--- src/rtl/core/kde_pkg.sv ---
`default_nettype none

package kde_pkg;

    localparam int FEAT_W     = 16;
    localparam int GAP_W      = 17;
    localparam int SQ_W       = 2 * GAP_W;
    localparam int SUM_W      = 42;
    localparam int DIST_W     = 21;
    localparam int LABEL_W    = 8;
    localparam int REM_W      = DIST_W + 2;
    localparam int ROOT_STEPS = SUM_W / 2;
    localparam int ADDR_W     = 3;

    // Metric register codes
    localparam logic METRIC_EUCLID = 1'b0;
    localparam logic METRIC_CHEBY  = 1'b1;

    // Register index as seen in paddr[2]
    localparam logic REG_METRIC = 1'b0;

    typedef struct packed {
        logic signed [FEAT_W-1:0] test_value;
        logic signed [FEAT_W-1:0] train_value;
        logic [LABEL_W-1:0]       train_label;
        logic                     last;
    } kde_feature_t;

    typedef struct packed {
        logic [DIST_W-1:0]  distance;
        logic [LABEL_W-1:0] label;
    } kde_result_t;

    typedef struct packed {
        logic [SUM_W-1:0]   square_sum;
        logic [GAP_W-1:0]   largest_gap;
        logic [LABEL_W-1:0] label;
        logic               metric;
    } kde_row_t;

    typedef struct packed {
        logic full;
        logic empty;
    } kde_qstat_t;

    typedef enum logic [1:0] {
        BK_IDLE,
        BK_ROOT,
        BK_EMIT
    } kde_back_state_t;

endpackage

`default_nettype wire

--- src/rtl/core/kde_front.sv ---
`default_nettype none

module kde_front (
    input  wire logic                clk,
    input  wire logic                rst_n,
    input  wire logic                feature_valid,
    output logic                     feature_stall,
    input  wire kde_pkg::kde_feature_t feature,
    input  wire logic                metric,
    input  wire kde_pkg::kde_qstat_t qstat,
    output logic                     push,
    output kde_pkg::kde_row_t        push_row
);
    import kde_pkg::*;

    logic               advance;
    logic [GAP_W-1:0]   diff;
    logic [GAP_W-1:0]   gap;

    logic               s1_valid_reg;
    logic [GAP_W-1:0]   s1_gap_reg;
    logic               s1_last_reg;
    logic [LABEL_W-1:0] s1_label_reg;

    logic               s2_valid_reg;
    logic [SQ_W-1:0]    s2_sq_reg;
    logic [GAP_W-1:0]   s2_gap_reg;
    logic               s2_last_reg;
    logic [LABEL_W-1:0] s2_label_reg;

    logic [SUM_W-1:0]   sum_reg;
    logic [SUM_W-1:0]   sum_next;
    logic [GAP_W-1:0]   max_reg;
    logic [GAP_W-1:0]   max_next;
    logic [SUM_W:0]     sum_wide;

    // The whole pipeline holds while a finished row cannot enter the queue.
    assign advance       = !(s2_valid_reg && s2_last_reg && qstat.full);
    assign feature_stall = !advance;

    assign diff = {feature.test_value[FEAT_W-1], feature.test_value}
                - {feature.train_value[FEAT_W-1], feature.train_value};
    assign gap  = diff[GAP_W-1] ? (~diff + GAP_W'(1)) : diff;

    always_comb
    begin
        sum_wide = {1'b0, sum_reg} + (SUM_W+1)'(s2_sq_reg);
        sum_next = sum_wide[SUM_W] ? {SUM_W{1'b1}} : sum_wide[SUM_W-1:0];
        max_next = (s2_gap_reg > max_reg) ? s2_gap_reg : max_reg;
        push     = advance && s2_valid_reg && s2_last_reg;
        push_row.square_sum  = sum_next;
        push_row.largest_gap = max_next;
        push_row.label       = s2_label_reg;
        push_row.metric      = metric;
    end

    always_ff @(posedge clk or negedge rst_n)
    begin
        if (!rst_n)
        begin
            s1_valid_reg <= 1'b0;
            s2_valid_reg <= 1'b0;
            sum_reg      <= '0;
            max_reg      <= '0;
        end
        else if (advance)
        begin
            s1_valid_reg <= feature_valid;
            s2_valid_reg <= s1_valid_reg;
            if (s2_valid_reg)
            begin
                if (s2_last_reg)
                begin
                    sum_reg <= '0;
                    max_reg <= '0;
                end
                else
                begin
                    sum_reg <= sum_next;
                    max_reg <= max_next;
                end
            end
        end
    end

    always_ff @(posedge clk)
    begin
        if (advance)
        begin
            s1_gap_reg   <= gap;
            s1_last_reg  <= feature.last;
            s1_label_reg <= feature.train_label;
            s2_sq_reg    <= s1_gap_reg * s1_gap_reg;
            s2_gap_reg   <= s1_gap_reg;
            s2_last_reg  <= s1_last_reg;
            s2_label_reg <= s1_label_reg;
        end
    end

endmodule

`default_nettype wire

--- src/rtl/core/kde_queue.sv ---
`default_nettype none

module kde_queue (
    input  wire logic              clk,
    input  wire logic              rst_n,
    input  wire logic              push,
    input  wire kde_pkg::kde_row_t push_row,
    input  wire logic              pop,
    output kde_pkg::kde_row_t      pop_row,
    output kde_pkg::kde_qstat_t    qstat
);
    import kde_pkg::*;

    kde_row_t   entry_reg [2];
    logic       wr_ptr_reg;
    logic       rd_ptr_reg;
    logic [1:0] count_reg;

    assign pop_row     = entry_reg[rd_ptr_reg];
    assign qstat.full  = (count_reg == 2'd2);
    assign qstat.empty = (count_reg == 2'd0);

    always_ff @(posedge clk or negedge rst_n)
    begin
        if (!rst_n)
        begin
            wr_ptr_reg <= 1'b0;
            rd_ptr_reg <= 1'b0;
            count_reg  <= 2'd0;
        end
        else
        begin
            if (push)
            begin
                wr_ptr_reg <= !wr_ptr_reg;
            end
            if (pop)
            begin
                rd_ptr_reg <= !rd_ptr_reg;
            end
            if (push && !pop)
            begin
                count_reg <= count_reg + 2'd1;
            end
            else if (pop && !push)
            begin
                count_reg <= count_reg - 2'd1;
            end
        end
    end

    always_ff @(posedge clk)
    begin
        if (push)
        begin
            entry_reg[wr_ptr_reg] <= push_row;
        end
    end

endmodule

`default_nettype wire

--- src/rtl/core/kde_back.sv ---
`default_nettype none

module kde_back (
    input  wire logic                clk,
    input  wire logic                rst_n,
    input  wire kde_pkg::kde_qstat_t qstat,
    input  wire kde_pkg::kde_row_t   pop_row,
    output logic                     pop,
    output logic                     result_valid,
    input  wire logic                result_stall,
    output kde_pkg::kde_result_t     result
);
    import kde_pkg::*;

    localparam int STEP_W = $clog2(ROOT_STEPS);

    kde_back_state_t    state_reg;
    kde_back_state_t    state_next;

    logic [SUM_W-1:0]   rad_reg;
    logic [REM_W-1:0]   rem_reg;
    logic [DIST_W-1:0]  root_reg;
    logic [STEP_W-1:0]  step_reg;
    logic [LABEL_W-1:0] label_reg;
    logic               result_valid_reg;
    kde_result_t        result_reg;

    logic               out_free;
    logic               load;
    logic               last_step;
    logic [REM_W+1:0]   rem_sh;
    logic [REM_W+1:0]   trial;
    logic [REM_W+1:0]   rem_diff;

    assign out_free     = !result_valid_reg || !result_stall;
    assign last_step    = (step_reg == STEP_W'(ROOT_STEPS - 1));
    assign result_valid = result_valid_reg;
    assign result       = result_reg;

    // One result bit per step: restoring digit-by-digit square root.
    assign rem_sh   = {rem_reg, rad_reg[SUM_W-1 -: 2]};
    assign trial    = {2'b00, root_reg, 2'b01};
    assign rem_diff = rem_sh - trial;

    always_comb
    begin
        state_next = state_reg;
        unique case (state_reg)
            BK_IDLE:
            begin
                if (!qstat.empty)
                begin
                    state_next = (pop_row.metric == METRIC_CHEBY) ? BK_EMIT : BK_ROOT;
                end
            end
            BK_ROOT:
            begin
                if (last_step)
                begin
                    state_next = BK_EMIT;
                end
            end
            BK_EMIT:
            begin
                if (out_free)
                begin
                    state_next = BK_IDLE;
                end
            end
            default:
            begin
                state_next = BK_IDLE;
            end
        endcase
    end

    always_comb
    begin
        pop  = 1'b0;
        load = 1'b0;
        unique case (state_reg)
            BK_IDLE: pop  = !qstat.empty;
            BK_ROOT: ;
            BK_EMIT: load = out_free;
            default: ;
        endcase
    end

    always_ff @(posedge clk or negedge rst_n)
    begin
        if (!rst_n)
        begin
            state_reg        <= BK_IDLE;
            result_valid_reg <= 1'b0;
        end
        else
        begin
            state_reg <= state_next;
            if (load)
            begin
                result_valid_reg <= 1'b1;
            end
            else if (!result_stall)
            begin
                result_valid_reg <= 1'b0;
            end
        end
    end

    always_ff @(posedge clk)
    begin
        if (pop)
        begin
            rad_reg   <= pop_row.square_sum;
            rem_reg   <= '0;
            step_reg  <= '0;
            label_reg <= pop_row.label;
            root_reg  <= (pop_row.metric == METRIC_CHEBY) ?
                         DIST_W'(pop_row.largest_gap) : '0;
        end
        else if (state_reg == BK_ROOT)
        begin
            rad_reg  <= {rad_reg[SUM_W-3:0], 2'b00};
            step_reg <= step_reg + STEP_W'(1);
            if (rem_sh >= trial)
            begin
                rem_reg  <= rem_diff[REM_W-1:0];
                root_reg <= {root_reg[DIST_W-2:0], 1'b1};
            end
            else
            begin
                rem_reg  <= rem_sh[REM_W-1:0];
                root_reg <= {root_reg[DIST_W-2:0], 1'b0};
            end
        end
        if (load)
        begin
            result_reg.distance <= root_reg;
            result_reg.label    <= label_reg;
        end
    end

endmodule

`default_nettype wire

--- src/rtl/core/knn_distance_engine.sv ---
`default_nettype none
// Distance engine for k-nearest-neighbour search.
// The feature channel (feature_valid, feature_stall, feature) takes one pair of
// matching test and training features per transfer, signed Q8.8; the transfer
// with feature.last set closes the row and carries the training class label.
// For each closed row the result channel (result_valid, result_stall, result)
// gives one transfer: the Euclidean distance (square root of the sum of squared
// differences, rounded down) or the Chebyshev distance (largest absolute
// difference), chosen by the metric register on the APB port, with the label.
// The front takes one feature per cycle while it does not stall. A Chebyshev
// row passes through the front stage registers, the queue and the idle and emit
// states into the result register; a Euclidean row also passes through the
// root state, as the root unit resolves one result bit per cycle. The back end
// takes a new row only once it has handed on the last; a two-row queue sits
// between, so the front stalls only when a finished row meets a full queue.
// Reset clears both accumulators, the queue and the result valid flag, and sets
// the metric to Euclidean. While the receiver stalls, the result holds and the
// front keeps accepting features until the queue fills.

module knn_distance_engine (
    input  wire logic                    clk,
    input  wire logic                    rst_n,
    input  wire logic                    feature_valid,
    output logic                         feature_stall,
    input  wire kde_pkg::kde_feature_t   feature,
    output logic                         result_valid,
    input  wire logic                    result_stall,
    output kde_pkg::kde_result_t         result,
    input  wire logic                    psel,
    input  wire logic                    penable,
    input  wire logic                    pwrite,
    input  wire logic [2:0]              paddr,
    input  wire logic [31:0]             pwdata,
    output logic [31:0]                  prdata,
    output logic                         pready
);
    import kde_pkg::*;

    logic       metric_reg;
    logic       push;
    logic       pop;
    kde_row_t   push_row;
    kde_row_t   pop_row;
    kde_qstat_t qstat;

    // The port never waits, so every access completes in its access cycle.
    assign pready = 1'b1;

    always_ff @(posedge clk or negedge rst_n)
    begin
        if (!rst_n)
        begin
            metric_reg <= METRIC_EUCLID;
        end
        else if (psel && penable && pwrite && pready && (paddr[2] == REG_METRIC))
        begin
            metric_reg <= pwdata[0];
        end
    end

    // Only the metric register exists, decoded from paddr[2] alone; an address with paddr[2] set reads as zero.
    always_comb
    begin
        prdata = '0;
        if (paddr[2] == REG_METRIC)
        begin
            prdata = {31'd0, metric_reg};
        end
    end

    // The front end differences, squares and accumulates each feature pair, tracks
    // the largest gap, and hands a finished row to the queue.
    kde_front u_front (
        .clk           (clk),
        .rst_n         (rst_n),
        .feature_valid (feature_valid),
        .feature_stall (feature_stall),
        .feature       (feature),
        .metric        (metric_reg),
        .qstat         (qstat),
        .push          (push),
        .push_row      (push_row)
    );

    kde_queue u_queue (
        .clk      (clk),
        .rst_n    (rst_n),
        .push     (push),
        .push_row (push_row),
        .pop      (pop),
        .pop_row  (pop_row),
        .qstat    (qstat)
    );

    // The back end takes the root of each Euclidean row and drives the
    // output register.
    kde_back u_back (
        .clk          (clk),
        .rst_n        (rst_n),
        .qstat        (qstat),
        .pop_row      (pop_row),
        .pop          (pop),
        .result_valid (result_valid),
        .result_stall (result_stall),
        .result       (result)
    );

endmodule

`default_nettype wire

--- config.mk ---
export PLATFORM = sky130hd
export DESIGN_NAME = knn_distance_engine
export DESIGN_NICKNAME = d
export VERILOG_FILES = /design/src/rtl/core/kde_pkg.sv /design/src/rtl/core/kde_front.sv /design/src/rtl/core/kde_queue.sv /design/src/rtl/core/kde_back.sv /design/src/rtl/core/knn_distance_engine.sv
export SDC_FILE = /design/constraint.sdc
export NUM_CORES = 1
export LEC_CHECK = 0
export ABC_AREA = 0
export CAP_MARGIN = 20
export CELL_PAD_IN_SITES_DETAIL_PLACEMENT = 0
export CELL_PAD_IN_SITES_GLOBAL_PLACEMENT = 1
export CORE_MARGIN = 2
export CORE_UTILIZATION = 54
export CTS_BUF_LIST = sky130_fd_sc_hd__clkbuf_2 sky130_fd_sc_hd__clkbuf_4 sky130_fd_sc_hd__clkbuf_8
export CTS_CLUSTER_DIAMETER = 100
export DETAILED_ROUTE_END_ITERATION = 6
export DONT_BUFFER_PORTS = 1
export PLACE_DENSITY = 0.95
export SLEW_MARGIN = 20
export SYNTH_ARGS = -nofsm -noshare
export SYNTH_HDL_FRONTEND = slang
export SYNTH_SLANG_ARGS = --single-unit
export TNS_END_PERCENT = 1
--- constraint.sdc ---
create_clock -name clk -period 7.6 [get_ports clk]
set_input_delay 0.38 -clock clk [delete_from_list [all_inputs] [get_ports clk]]
set_output_delay 0.38 -clock clk [all_outputs]
set_load 0.01 [all_outputs]
==> results of run 1 <==
what timing repair did:
| action | in CTS | in global routing |
|---|---|---|
| buffers inserted | 0 | 0 |
| hold buffers | 15 | 0 |
| endpoints found under the hold margin | 81 | 0 |
worst max-delay path by stage:
stage / from / to / slack [ns] / cells after the start
after floorplan: u_front.s2_last_reg / u_queue.entry_reg[0][0] / 0.80 / 6
after global placement: u_front.s1_gap_reg[2] / u_front.s2_sq_reg[31] / 0.67 / 22
after detailed placement: u_front.s1_gap_reg[2] / u_front.s2_sq_reg[31] / 0.49 / 22
after CTS: u_front.s1_gap_reg[2] / u_front.s2_sq_reg[31] / 0.44 / 22
after global routing: u_front.s1_gap_reg[2] / u_front.s2_sq_reg[31] / 0.14 / 21
final: u_front.s1_gap_reg[7] / u_front.s2_sq_reg[31] / 0.43 / 22
worst reg2reg max path: stages (launching register included):
cell and delay [ns]:
edfxtp_1 0.71, and2_1 0.34, fa_1 0.54, inv_1 0.06, fa_1 0.53, inv_1 0.04
ha_1 0.21, fa_1 0.54, inv_1 0.05, fa_1 0.48, fa_1 0.55, inv_1 0.04
ha_1 0.24, a2111oi_0 0.38, o21ai_0 0.20, a31oi_1 0.47, a41oi_1 0.30, a21oi_1 0.36
o211a_1 0.22, a22oi_1 0.08, a21oi_2 0.25, mux2i_1 0.21, nand3_1 0.10
stage by stage:
stage	worst slack, ns	std cells	hold WS [ns]	util, %
6_report	0.427	3346	0.110	59.1
5_1_grt	0.137	3346	0.101	59.1
4_1_cts	0.440	3346	0.0633	59.1
3_5_place_dp	0.486	3204	0.0887	55.8
3_3_place_gp	0.670	3204	0.0899	55.8
2_1_floorplan	0.804	2633	0.0844	-
final cells by class:
cell class | instances | area (sq um) | share of cell area [%]
Timing Repair Buffer | 39 | 348 | 1.14
Multi-Input combinational cell | 1720 | 14400 | 47.4
Clock inverter | 26 | 251 | 0.827
Inverter | 363 | 1360 | 4.48
Clock buffer | 101 | 1280 | 4.22
Sequential cell | 417 | 11900 | 39.2
Tap cell | 680 | 851 | 2.80
cell families (layout without fill, tap and decap cells):
group	count (synthesis)	after routing	synth area share, %
and+or+nand+nor	603	603	10.1
AOI/OAI and AO/OA	497	497	11.5
buffers and inverters	496	529	7.09
DFF	417	417	42.2
adders and majority gates	391	391	22.5
xor gates and xnor gates	122	122	3.79
muxes	75	75	2.72
other	2	32	0.0267
cell usage after synthesis (21+ instances only):
cell / number / share of area, %
inv_1: 362 / 4.8
edfxtp_1: 320 / 34
nand2_1: 280 / 3.7
ha_1: 198 / 8.8
fa_1: 193 / 14
o21ai_0: 136 / 2.4
a21oi_1: 101 / 1.8
nor2_1: 85 / 1.1
clkbuf_1: 84 / 1.1
xnor2_1: 83 / 2.6
and2_1: 69 / 1.5
dfrtp_1: 69 / 6.1
mux2i_1: 62 / 2.2
a21o_1: 43 / 1.1
xor2_1: 39 / 1.2
a22o_1: 37 / 1.2
nand3_1: 36 / 0.64
buf_4: 32 / 0.85
and3_1: 28 / 0.62
dfxtp_1: 28 / 2.0
nand4_1: 24 / 0.53
nor3_1: 23 / 0.41
nor2b_1: 21 / 0.47
o22ai_1: 21 / 0.47
layer usage:
layer  wire length [um]  up-vias  part of all wire, %  GRT usage (%)
met2              28500      515                   50           37.6
met3               2660      107                  4.7           3.14
met5                  0        -                    0              0
met4               1420        0                  2.5           7.23
met1              24500     9324                   43           27.7
li1                   -     8891                    -              -
layout by cell type (no fill, tap or decap), types with 18 or more instances in the layout:
| master | netlist | final |
|---|---|---|
| mux2i_1 | 62 | 62 |
| o21ai_0 | 136 | 136 |
| buf_4 | 32 | 24 |
| nor2b_1 | 21 | 21 |
| a21o_1 | 43 | 43 |
| and3_1 | 28 | 28 |
| o22ai_1 | 21 | 21 |
| edfxtp_1 | 320 | 320 |
| nand3_1 | 36 | 36 |
| nand2_1 | 280 | 280 |
| a22o_1 | 37 | 37 |
| a21oi_1 | 101 | 100 |
| o311ai_0 | 18 | 18 |
| fa_1 | 193 | 193 |
| xnor2_1 | 83 | 83 |
| dfxtp_1 | 28 | 28 |
| nor2_1 | 85 | 83 |
| nand4_1 | 24 | 24 |
| a31oi_1 | 19 | 19 |
| nor3_1 | 23 | 23 |
| and2_1 | 69 | 68 |
| ha_1 | 198 | 198 |
| conb_1 | 2 | 32 |
| xor2_1 | 39 | 39 |
| dfrtp_1 | 69 | 68 |
| clkbuf_8 | 0 | 84 |
| inv_1 | 362 | 361 |
==> reports/metrics.yaml, run 1 <==
run_status:
  status: "finished, final reports clean"
die:
  dieWidth_um: 232
  core-area_sq_mm: 0.0514
  io_pins: 147
  die_y_um: 232
  initial_core_util_pct: 54.8
  num_rows: 83
  dieArea_sq_mm: 0.0540
worst_setup_path:
  cp_cell_sequence: "and2_1 -> fa_1 -> inv_1 -> fa_1 -> inv_1 -> ha_1 -> fa_1 -> inv_1 -> fa_1 -> fa_1 -> inv_1 -> ha_1 -> a2111oi_0 -> o21ai_0 -> a31oi_1 -> a41oi_1 -> a21oi_1 -> o211a_1 -> a22oi_1 -> a21oi_2 -> mux2i_1 -> nand3_1"
  arrival_ns: 7.53
  start_kind: "flop"
  criticalPathCategory: "flop to flop"
  r2r_slack_ns: 0.43
  cp_slowest_cell: "edfxtp_1"
  rr_endpoint: "u_front.s2_sq_reg[31]"
  cpMostUsedCell: "fa_1"
  critPathBufInv: 4
  rr_worst_depth: 22
  path_max_fanout: 18
  max_stage_delay_ns: 0.71
  end_kind: "flop"
  critPathTopFamily: "adder cells"
  rr_startpoint: "u_front.s1_gap_reg[7]"
  cp.required_ns: 7.95
min_path:
  min_path_type: "input pin to flop"
  min_to: "u_front.s1_gap_reg[0]"
  hold_depth: 2
  holdCritStartpoint: "feature[9]"
route:
  initialDrtViolationCount: 1144
  post_drt_wl_per_cell_um: 17.1
  avgViaCountPerCell: 5.63
  vias: 18800
  first_pass_iters: 6
  drc: 0
  totalWireLength_mm: 57.1
  ant_nets: 0
timing:
  hold_violations: 0
  slew_headroom_pct: 29.5
  worstMarginPinSlew_ns: 1.06
  fin_worst_skew_ns: 0.0557
  final.min_clock_period_ns: 7.17
  rsz0062_at_grt: "no"
  clock.fmax_ghz: 0.139
  finalSetupViolCount: 0
  min_period_over_period_pct: 94.4
  drv_slew: 0
  setup_tns_ns: 0
logic_synthesis:
  syn_area_sq_mm: 0.0282
  yosysSeqAreaShare_pct: 42.2
  avgSynthCellArea_sq_um: 10.8
  synth_cell_type_count: 76
  dominantRegCellSynth: "edfxtp_1"
  yosys_warnings: 0
  synth-seq-cells: 417
  async_reset_ff_share_pct: 16.5
  synth_enable_flop_cells: 320
  syn-instance-count: 2603
placed_design:
  dp_hpwl_mm: 41.3
  io_buffer_count: 0
  place_area_sq_mm: 0.0287
  gp_congestion: 0.918
clocking:
  cts_buffer_depth: 3
  cts_buffers: 69
  path_clk_slew_ns: 0.05
  clk_latency_ns: 0.66
  cts_tree: "yes"
  cts-root-buf: "clkbuf_8"
  post_cts_resized: 0
  htreeDepth: 3
  cts.sinks: 417
global_routing:
  grt_pass1_wl_mm: 94.6
  antenna_found_initial: 0
  grt-ovfl-total: 0
  grt_pass1_vias: 19500
  grt_usage_pct: 21.6
  grt_start_max_net_pins: 87
layout:
  area_delta_synth_final_pct: 7.94
  n_fill_cell: 4088
  drive_gt1_share_pct: 6.98
  diodes: 0
  largest_register_ffs: 136
  final_nets: 3084
  final_area_sq_mm: 0.0304
run:
  drv_cap: 0
Power of run 1 is left out: the tool's default activity adds up to more than one toggle a clock period on the data nets, which glitch-free logic cannot reach.
==> inputs of run 2 (changes only) <==
- PLACE_DENSITY: 0.95 -> default
- PLACE_DENSITY_LB_ADDON: default -> 0.25
==> run 2 against run 1 <==
Utilization rose by 0.53 points. Critical path depth fell by 1. Clock skew fell by 0.024 ns. Cell count rose by 0.51%. Critical path type unchanged. Global-route usage rose by 0.21 points. Flip-flop and latch count did not move. Non-clock buffer count rose by 6. Via count fell by 1.1%. Design area rose by 0.89%.
==> reports/metrics.yaml, run 2 (synthesized netlist as in run 1, its figures left out) <==
run_status:
  status: "finished, final reports clean"  # unchanged
worst_setup_path:
  arrival_ns: 7.36  # was 7.53 ns
  start_kind: "flop"  # unchanged
  rr_worst_depth: 21  # was 22
  critPathBufInv: 3  # was 4
  end_kind: "flop"  # unchanged
  cp_cell_sequence: "nand2_1 -> fa_1 -> inv_1 -> fa_1 -> inv_1 -> fa_1 -> fa_1 -> fa_1 -> fa_1 -> inv_1 -> ha_1 -> a21oi_1 -> o21ai_0 -> a31oi_1 -> a41oi_1 -> a21oi_1 -> o211a_1 -> a22oi_1 -> a21oi_2 -> mux2i_1 -> nand3_1"  # was and2_1 -> fa_1 -> inv_1 -> fa_1 -> inv_1 -> ha_1 -> fa_1 -> inv_1 -> fa_1 -> fa_1 -> inv_1 -> ha_1 -> a2111oi_0 -> o21ai_0 -> a31oi_1 -> a41oi_1 -> a21oi_1 -> o211a_1 -> a22oi_1 -> a21oi_2 -> mux2i_1 -> nand3_1
  cp_slowest_cell: "edfxtp_1"  # unchanged
  max_stage_delay_ns: 0.88  # was 0.71 ns
  path_max_fanout: 19  # was 18
  r2r_slack_ns: 0.59  # was 0.43 ns
  cpMostUsedCell: "fa_1"  # unchanged
  cp.required_ns: 7.96  # was 7.95 ns
  rr_startpoint: "u_front.s1_gap_reg[2]"  # was u_front.s1_gap_reg[7]
  criticalPathCategory: "flop to flop"  # unchanged
  critPathTopFamily: "adder cells"  # unchanged
  rr_endpoint: "u_front.s2_sq_reg[31]"  # unchanged
die:
  initial_core_util_pct: 54.8  # unchanged
  io_pins: 147  # unchanged
  dieWidth_um: 232  # unchanged
  core-area_sq_mm: 0.0514  # unchanged
  num_rows: 83  # unchanged
  die_y_um: 232  # unchanged
  dieArea_sq_mm: 0.0540  # unchanged
global_routing:
  grt_pass1_wl_mm: 94.5  # was 94.6 mm
  antenna_found_initial: 1  # was 0
  grt_use_met1_pct: 29.7  # was 27.7%
  grt_util_met3_pct: 2.52  # was 3.14%
  top_usage_layer: "met2"  # unchanged
  grt_usage_pct: 21.8  # was 21.6%
  grt_pass1_vias: 18900  # was 19500
  grt_start_max_net_pins: 87  # unchanged
  grt-ovfl-total: 0  # unchanged
  use_met2_pct: 36.6  # was 37.6%
timing:
  slew_headroom_pct: 37.1  # was 29.5%
  fin_worst_skew_ns: 0.0320  # was 0.0557 ns
  setup_tns_ns: 0  # unchanged
  drv_slew: 0  # unchanged
  rsz0062_at_grt: "no"  # unchanged
  min_period_over_period_pct: 92.2  # was 94.4%
  finalSetupViolCount: 0  # unchanged
  clock.fmax_ghz: 0.143  # was 0.139 GHz
  worstMarginPinSlew_ns: 0.941  # was 1.06 ns
  final.min_clock_period_ns: 7.01  # was 7.17 ns
  hold_violations: 0  # unchanged
clocking:
  path_clk_slew_ns: 0.07  # was 0.05 ns
  cts_tree: "yes"  # unchanged
  cts_buffer_depth: 3  # unchanged
  htreeDepth: 3  # unchanged
  post_cts_buffers: 0  # unchanged
  cts-root-buf: "clkbuf_8"  # unchanged
  cts_buffers: 74  # was 69
  clk_latency_ns: 0.64  # was 0.66 ns
  cts.sinks: 417  # unchanged
route:
  vias: 18600  # was 18800
  ant_nets: 0  # unchanged
  drc: 0  # unchanged
  avgViaCountPerCell: 5.54  # was 5.63
  initialDrtViolationCount: 1106  # was 1144
  totalWireLength_mm: 57.9  # was 57.1 mm
  post_drt_wl_per_cell_um: 17.2  # was 17.1 um
  first_pass_iters: 6  # unchanged
min_path:
  min_to: "u_back.result[1]"  # was u_front.s1_gap_reg[0]
  hold_depth: 1  # was 2
  holdCritStartpoint: "result_stall"  # was feature[9]
  min_path_type: "input pin to flop"  # unchanged
layout:
  largest_register_ffs: 136  # unchanged
  area_delta_synth_final_pct: 8.90  # was 7.94%
  final_nets: 3095  # was 3084
  layout_common_cells: "361 x inv_1, 320 x edfxtp_1, 279 x nand2_1"  # was 361 x inv_1, 320 x edfxtp_1, 280 x nand2_1
  n_fill_cell: 4270  # was 4088
  mostFrequentLayoutCell: "inv_1"  # unchanged
  drive_gt1_share_pct: 7.72  # was 6.98%
placed_design:
  gp_congestion: 0.868  # was 0.918
  io_buffer_count: 0  # unchanged
  dp_hpwl_mm: 41.8  # was 41.3 mm
run:
  drv_cap: 0  # unchanged
run 2: metrics by stage:
stage	util (%)	area, sq um	instances	hold slack (ns)	setup WS (ns)
finish	59.7	30700	3363	0.162	0.595
global placement	55.9	28700	3209	0.0899	0.709
detailed placement	55.9	28700	3209	0.0898	0.577
CTS	59.6	30600	3361	0.121	0.591
floorplan	-	28300	2633	0.0844	0.804
global route	59.7	30700	3363	0.156	0.226
run 2: worst max-delay path by stage:
stage	start	endpoint	slack [ns]	depth (start not counted)
after CTS	u_front.s1_gap_reg[7]	u_front.s2_sq_reg[31]	0.59	22
final	u_front.s1_gap_reg[2]	u_front.s2_sq_reg[31]	0.59	21
after global routing	u_front.s1_gap_reg[2]	u_front.s2_sq_reg[31]	0.23	21
after detailed placement	u_front.s1_gap_reg[7]	u_front.s2_sq_reg[31]	0.58	22
after global placement	u_front.s1_gap_reg[2]	u_front.s2_sq_reg[31]	0.71	22
after floorplan	u_front.s2_last_reg	u_queue.entry_reg[0][0]	0.80	6
run 2: worst reg2reg max path, stage by stage (launching register included):
cell and delay (ns):
edfxtp_1 0.88, nand2_1 0.26, fa_1 0.60, inv_1 0.05, fa_1 0.47, inv_1 0.05
fa_1 0.54, fa_1 0.45, fa_1 0.52, fa_1 0.54, inv_1 0.04, ha_1 0.35
a21oi_1 0.15, o21ai_0 0.10, a31oi_1 0.33, a41oi_1 0.23, a21oi_1 0.34, o211a_1 0.22
a22oi_1 0.08, a21oi_2 0.24, mux2i_1 0.22, nand3_1 0.10
run 2: per-layer routing:
metal / up-vias / part of all wire [%]
met5: - / 0
met1: 9213 / 45
met4: 0 / 1.6
met3: 77 / 4.0
met2: 419 / 49
li1: 8926 / -
run 2: area by class of cell:
| cell class | instances | area [sq um] | area share (%) |
|---|---|---|---|
| clock inverters | 22 | 278 | 0.906 |
| clock buffers | 115 | 1460 | 4.75 |
| multi-input cells | 1720 | 14400 | 47.0 |
| repair buffers | 45 | 405 | 1.32 |
| well taps | 680 | 851 | 2.77 |
| flip-flops and latches | 417 | 11900 | 38.8 |
| diodes | 1 | 2.50 | 0.00816 |
| inverters | 363 | 1360 | 4.44 |
run 2: what timing repair did:
| item | in CTS | in global routing |
|---|---|---|
| gates resized for setup | 0 | 0 |
| endpoints found under the hold margin | 81 | 0 |
| hold buffers | 15 | 0 |
Power of run 2 is left out for the same reason.
==> inputs of run 3 (changes only) <==
- PLACE_DENSITY: default -> 0.93
- PLACE_DENSITY_LB_ADDON: 0.25 -> default
==> run 3 against run 2 <==
Register-to-register slack worse by 0.02 ns. First-iteration DRC count rose by 0.18%. Non-clock buffer count decreased by 5. Design area fell by 0.68%. Routed wire length shrank 2.3%. Via count grew 0.70%. Count of clock-buffer cells in the layout shrank 11. Flip-flop and latch count unchanged. Critical path type unchanged. Critical endpoint unchanged.
==> reports/metrics.yaml, run 3 (synthesized netlist as in run 1, its figures left out) <==
die:
  core-area_sq_mm: 0.0514  # unchanged
  io_pins: 147  # unchanged
  num_rows: 83  # unchanged
  die_y_um: 232  # unchanged
  dieWidth_um: 232  # unchanged
  dieArea_sq_mm: 0.0540  # unchanged
  initial_core_util_pct: 54.8  # unchanged
clocking:
  cts_buffer_depth: 3  # unchanged
  cts.sinks: 417  # unchanged
  cts-root-buf: "clkbuf_8"  # unchanged
  path_clk_slew_ns: 0.06  # was 0.07 ns
  post_cts_resized: 0  # unchanged
  htreeDepth: 3  # unchanged
  clk_latency_ns: 0.65  # was 0.64 ns
  cts_tree: "yes"  # unchanged
  cts_buffers: 70  # was 74
global_routing:
  grt_pass1_vias: 19300  # was 18900
  antenna_found_initial: 0  # was 1
  grt_usage_pct: 21.6  # was 21.8%
  grt_pass1_wl_mm: 94.6  # was 94.5 mm
  grt-ovfl-total: 0  # unchanged
  grt_start_max_net_pins: 87  # unchanged
worst_setup_path:
  arrival_ns: 7.39  # was 7.36 ns
  r2r_slack_ns: 0.57  # was 0.59 ns
  cp.required_ns: 7.96  # about the same
  start_kind: "flop"  # unchanged
  rr_worst_depth: 22  # was 21
  end_kind: "flop"  # unchanged
  criticalPathCategory: "flop to flop"  # unchanged
  path_max_fanout: 18  # was 19
  rr_endpoint: "u_front.s2_sq_reg[31]"  # unchanged
  rr_startpoint: "u_front.s1_gap_reg[7]"  # was u_front.s1_gap_reg[2]
timing:
  finalSetupViolCount: 0  # unchanged
  slew_headroom_pct: 37.7  # was 37.1%
  worstMarginPinSlew_ns: 0.935  # was 0.941 ns
  min_period_over_period_pct: 92.5  # was 92.2%
  final.min_clock_period_ns: 7.03  # was 7.01 ns
  clock.fmax_ghz: 0.142  # was 0.143 GHz
  drv_slew: 0  # unchanged
  hold_ws_ns: 0.127  # was 0.162 ns
  rsz0062_at_grt: "no"  # unchanged
  setup_tns_ns: 0  # unchanged
  fin_worst_skew_ns: 0.0421  # was 0.0320 ns
  hold_violations: 0  # unchanged
route:
  first_pass_iters: 6  # unchanged
  post_drt_wl_per_cell_um: 16.9  # was 17.2 um
  drc: 0  # unchanged
  vias: 18800  # was 18600
  avgViaCountPerCell: 5.60  # was 5.54
  totalWireLength_mm: 56.6  # was 57.9 mm
  initialDrtViolationCount: 1108  # was 1106
  ant_nets: 0  # unchanged
layout:
  final_area_sq_mm: 0.0305  # was 0.0307 sq mm
  largest_register_ffs: 136  # unchanged
  area_delta_synth_final_pct: 8.15  # was 8.90%
  layout_common_cells: "361 x inv_1, 320 x edfxtp_1, 280 x nand2_1"  # was 361 x inv_1, 320 x edfxtp_1, 279 x nand2_1
  final_nets: 3086  # was 3095
  final_util_pct: 59.2  # was 59.7%
  drive_gt1_share_pct: 7.23  # was 7.72%
  mostFrequentLayoutCell: "inv_1"  # unchanged
run_status:
  status: "finished, final reports clean"  # unchanged
min_path:
  min_path_type: "input pin to flop"  # unchanged
  hold_depth: 2  # was 1
  holdCritStartpoint: "feature[9]"  # was result_stall
  min_to: "u_front.s1_gap_reg[0]"  # was u_back.result[1]
placed_design:
  io_buffer_count: 0  # unchanged
  dp_hpwl_mm: 41.1  # was 41.8 mm
  gp_congestion: 0.881  # was 0.868
  place_area_sq_mm: 0.0287  # about the same
run:
  drv_cap: 0  # unchanged
[run 3: routing by layer]
| metal | wire, um | GRT usage [%] | up-vias |
|---|---|---|---|
| li1 | - | - | 8917 |
| met1 | 24300 | 27.8 | 9252 |
| met2 | 28400 | 37.6 | 489 |
| met3 | 2610 | 3.43 | 108 |
| met4 | 1240 | 6.47 | 0 |
| met5 | 0 | 0 | - |
[run 3: metrics by stage]
step	setup slack [ns]	instances
after global routing	0.0881	3349
after global placement	0.729	3204
final	0.571	3350
after floorplan	0.804	2633
after detailed placement	0.600	3204
after CTS	0.585	3348
[run 3: area by class of cell]
class	instances	area (sq um)
flip-flops and latches	417	11900
multi-input cells	1720	14400
diodes	1	2.50
repair buffers	40	359
fillers	4079	21000
inverters	363	1360
clock buffers	104	1310
well taps	680	851
clock inverters	25	277
[run 3: timing repair]
action | 4_1_cts | 5_1_grt
endpoints found under the hold margin | 81 | 0
buffers inserted | 0 | 0
hold buffers | 15 | 0
[run 3: worst max path at each step]
stage / start / cells past startpoint / slack (ns) / to
3_3_place_gp: u_front.s1_gap_reg[2] / 22 / 0.73 / u_front.s2_sq_reg[31]
4_1_cts: u_front.s1_gap_reg[7] / 22 / 0.59 / u_front.s2_sq_reg[31]
3_5_place_dp: u_front.s1_gap_reg[7] / 22 / 0.60 / u_front.s2_sq_reg[31]
6_report: u_front.s1_gap_reg[7] / 22 / 0.57 / u_front.s2_sq_reg[31]
5_1_grt: u_front.s1_gap_reg[7] / 22 / 0.09 / u_front.s2_sq_reg[31]
2_1_floorplan: u_front.s2_last_reg / 6 / 0.80 / u_queue.entry_reg[0][0]
[run 3: worst max-delay path, cell delays in order, from the launching register on]
cell,delay (ns)
edfxtp_1,0.71
and2_1,0.34
fa_1,0.54
inv_1,0.06
fa_1,0.54
inv_1,0.05
ha_1,0.21
fa_1,0.54
inv_1,0.05
fa_1,0.46
fa_1,0.55
inv_1,0.04
ha_1,0.23
a2111oi_0,0.36
o21ai_0,0.21
a31oi_1,0.43
a41oi_1,0.23
a21oi_1,0.39
o211a_1,0.22
a22oi_1,0.09
a21oi_2,0.23
mux2i_1,0.21
nand3_1,0.08
Power of run 3 is left out for the same reason.
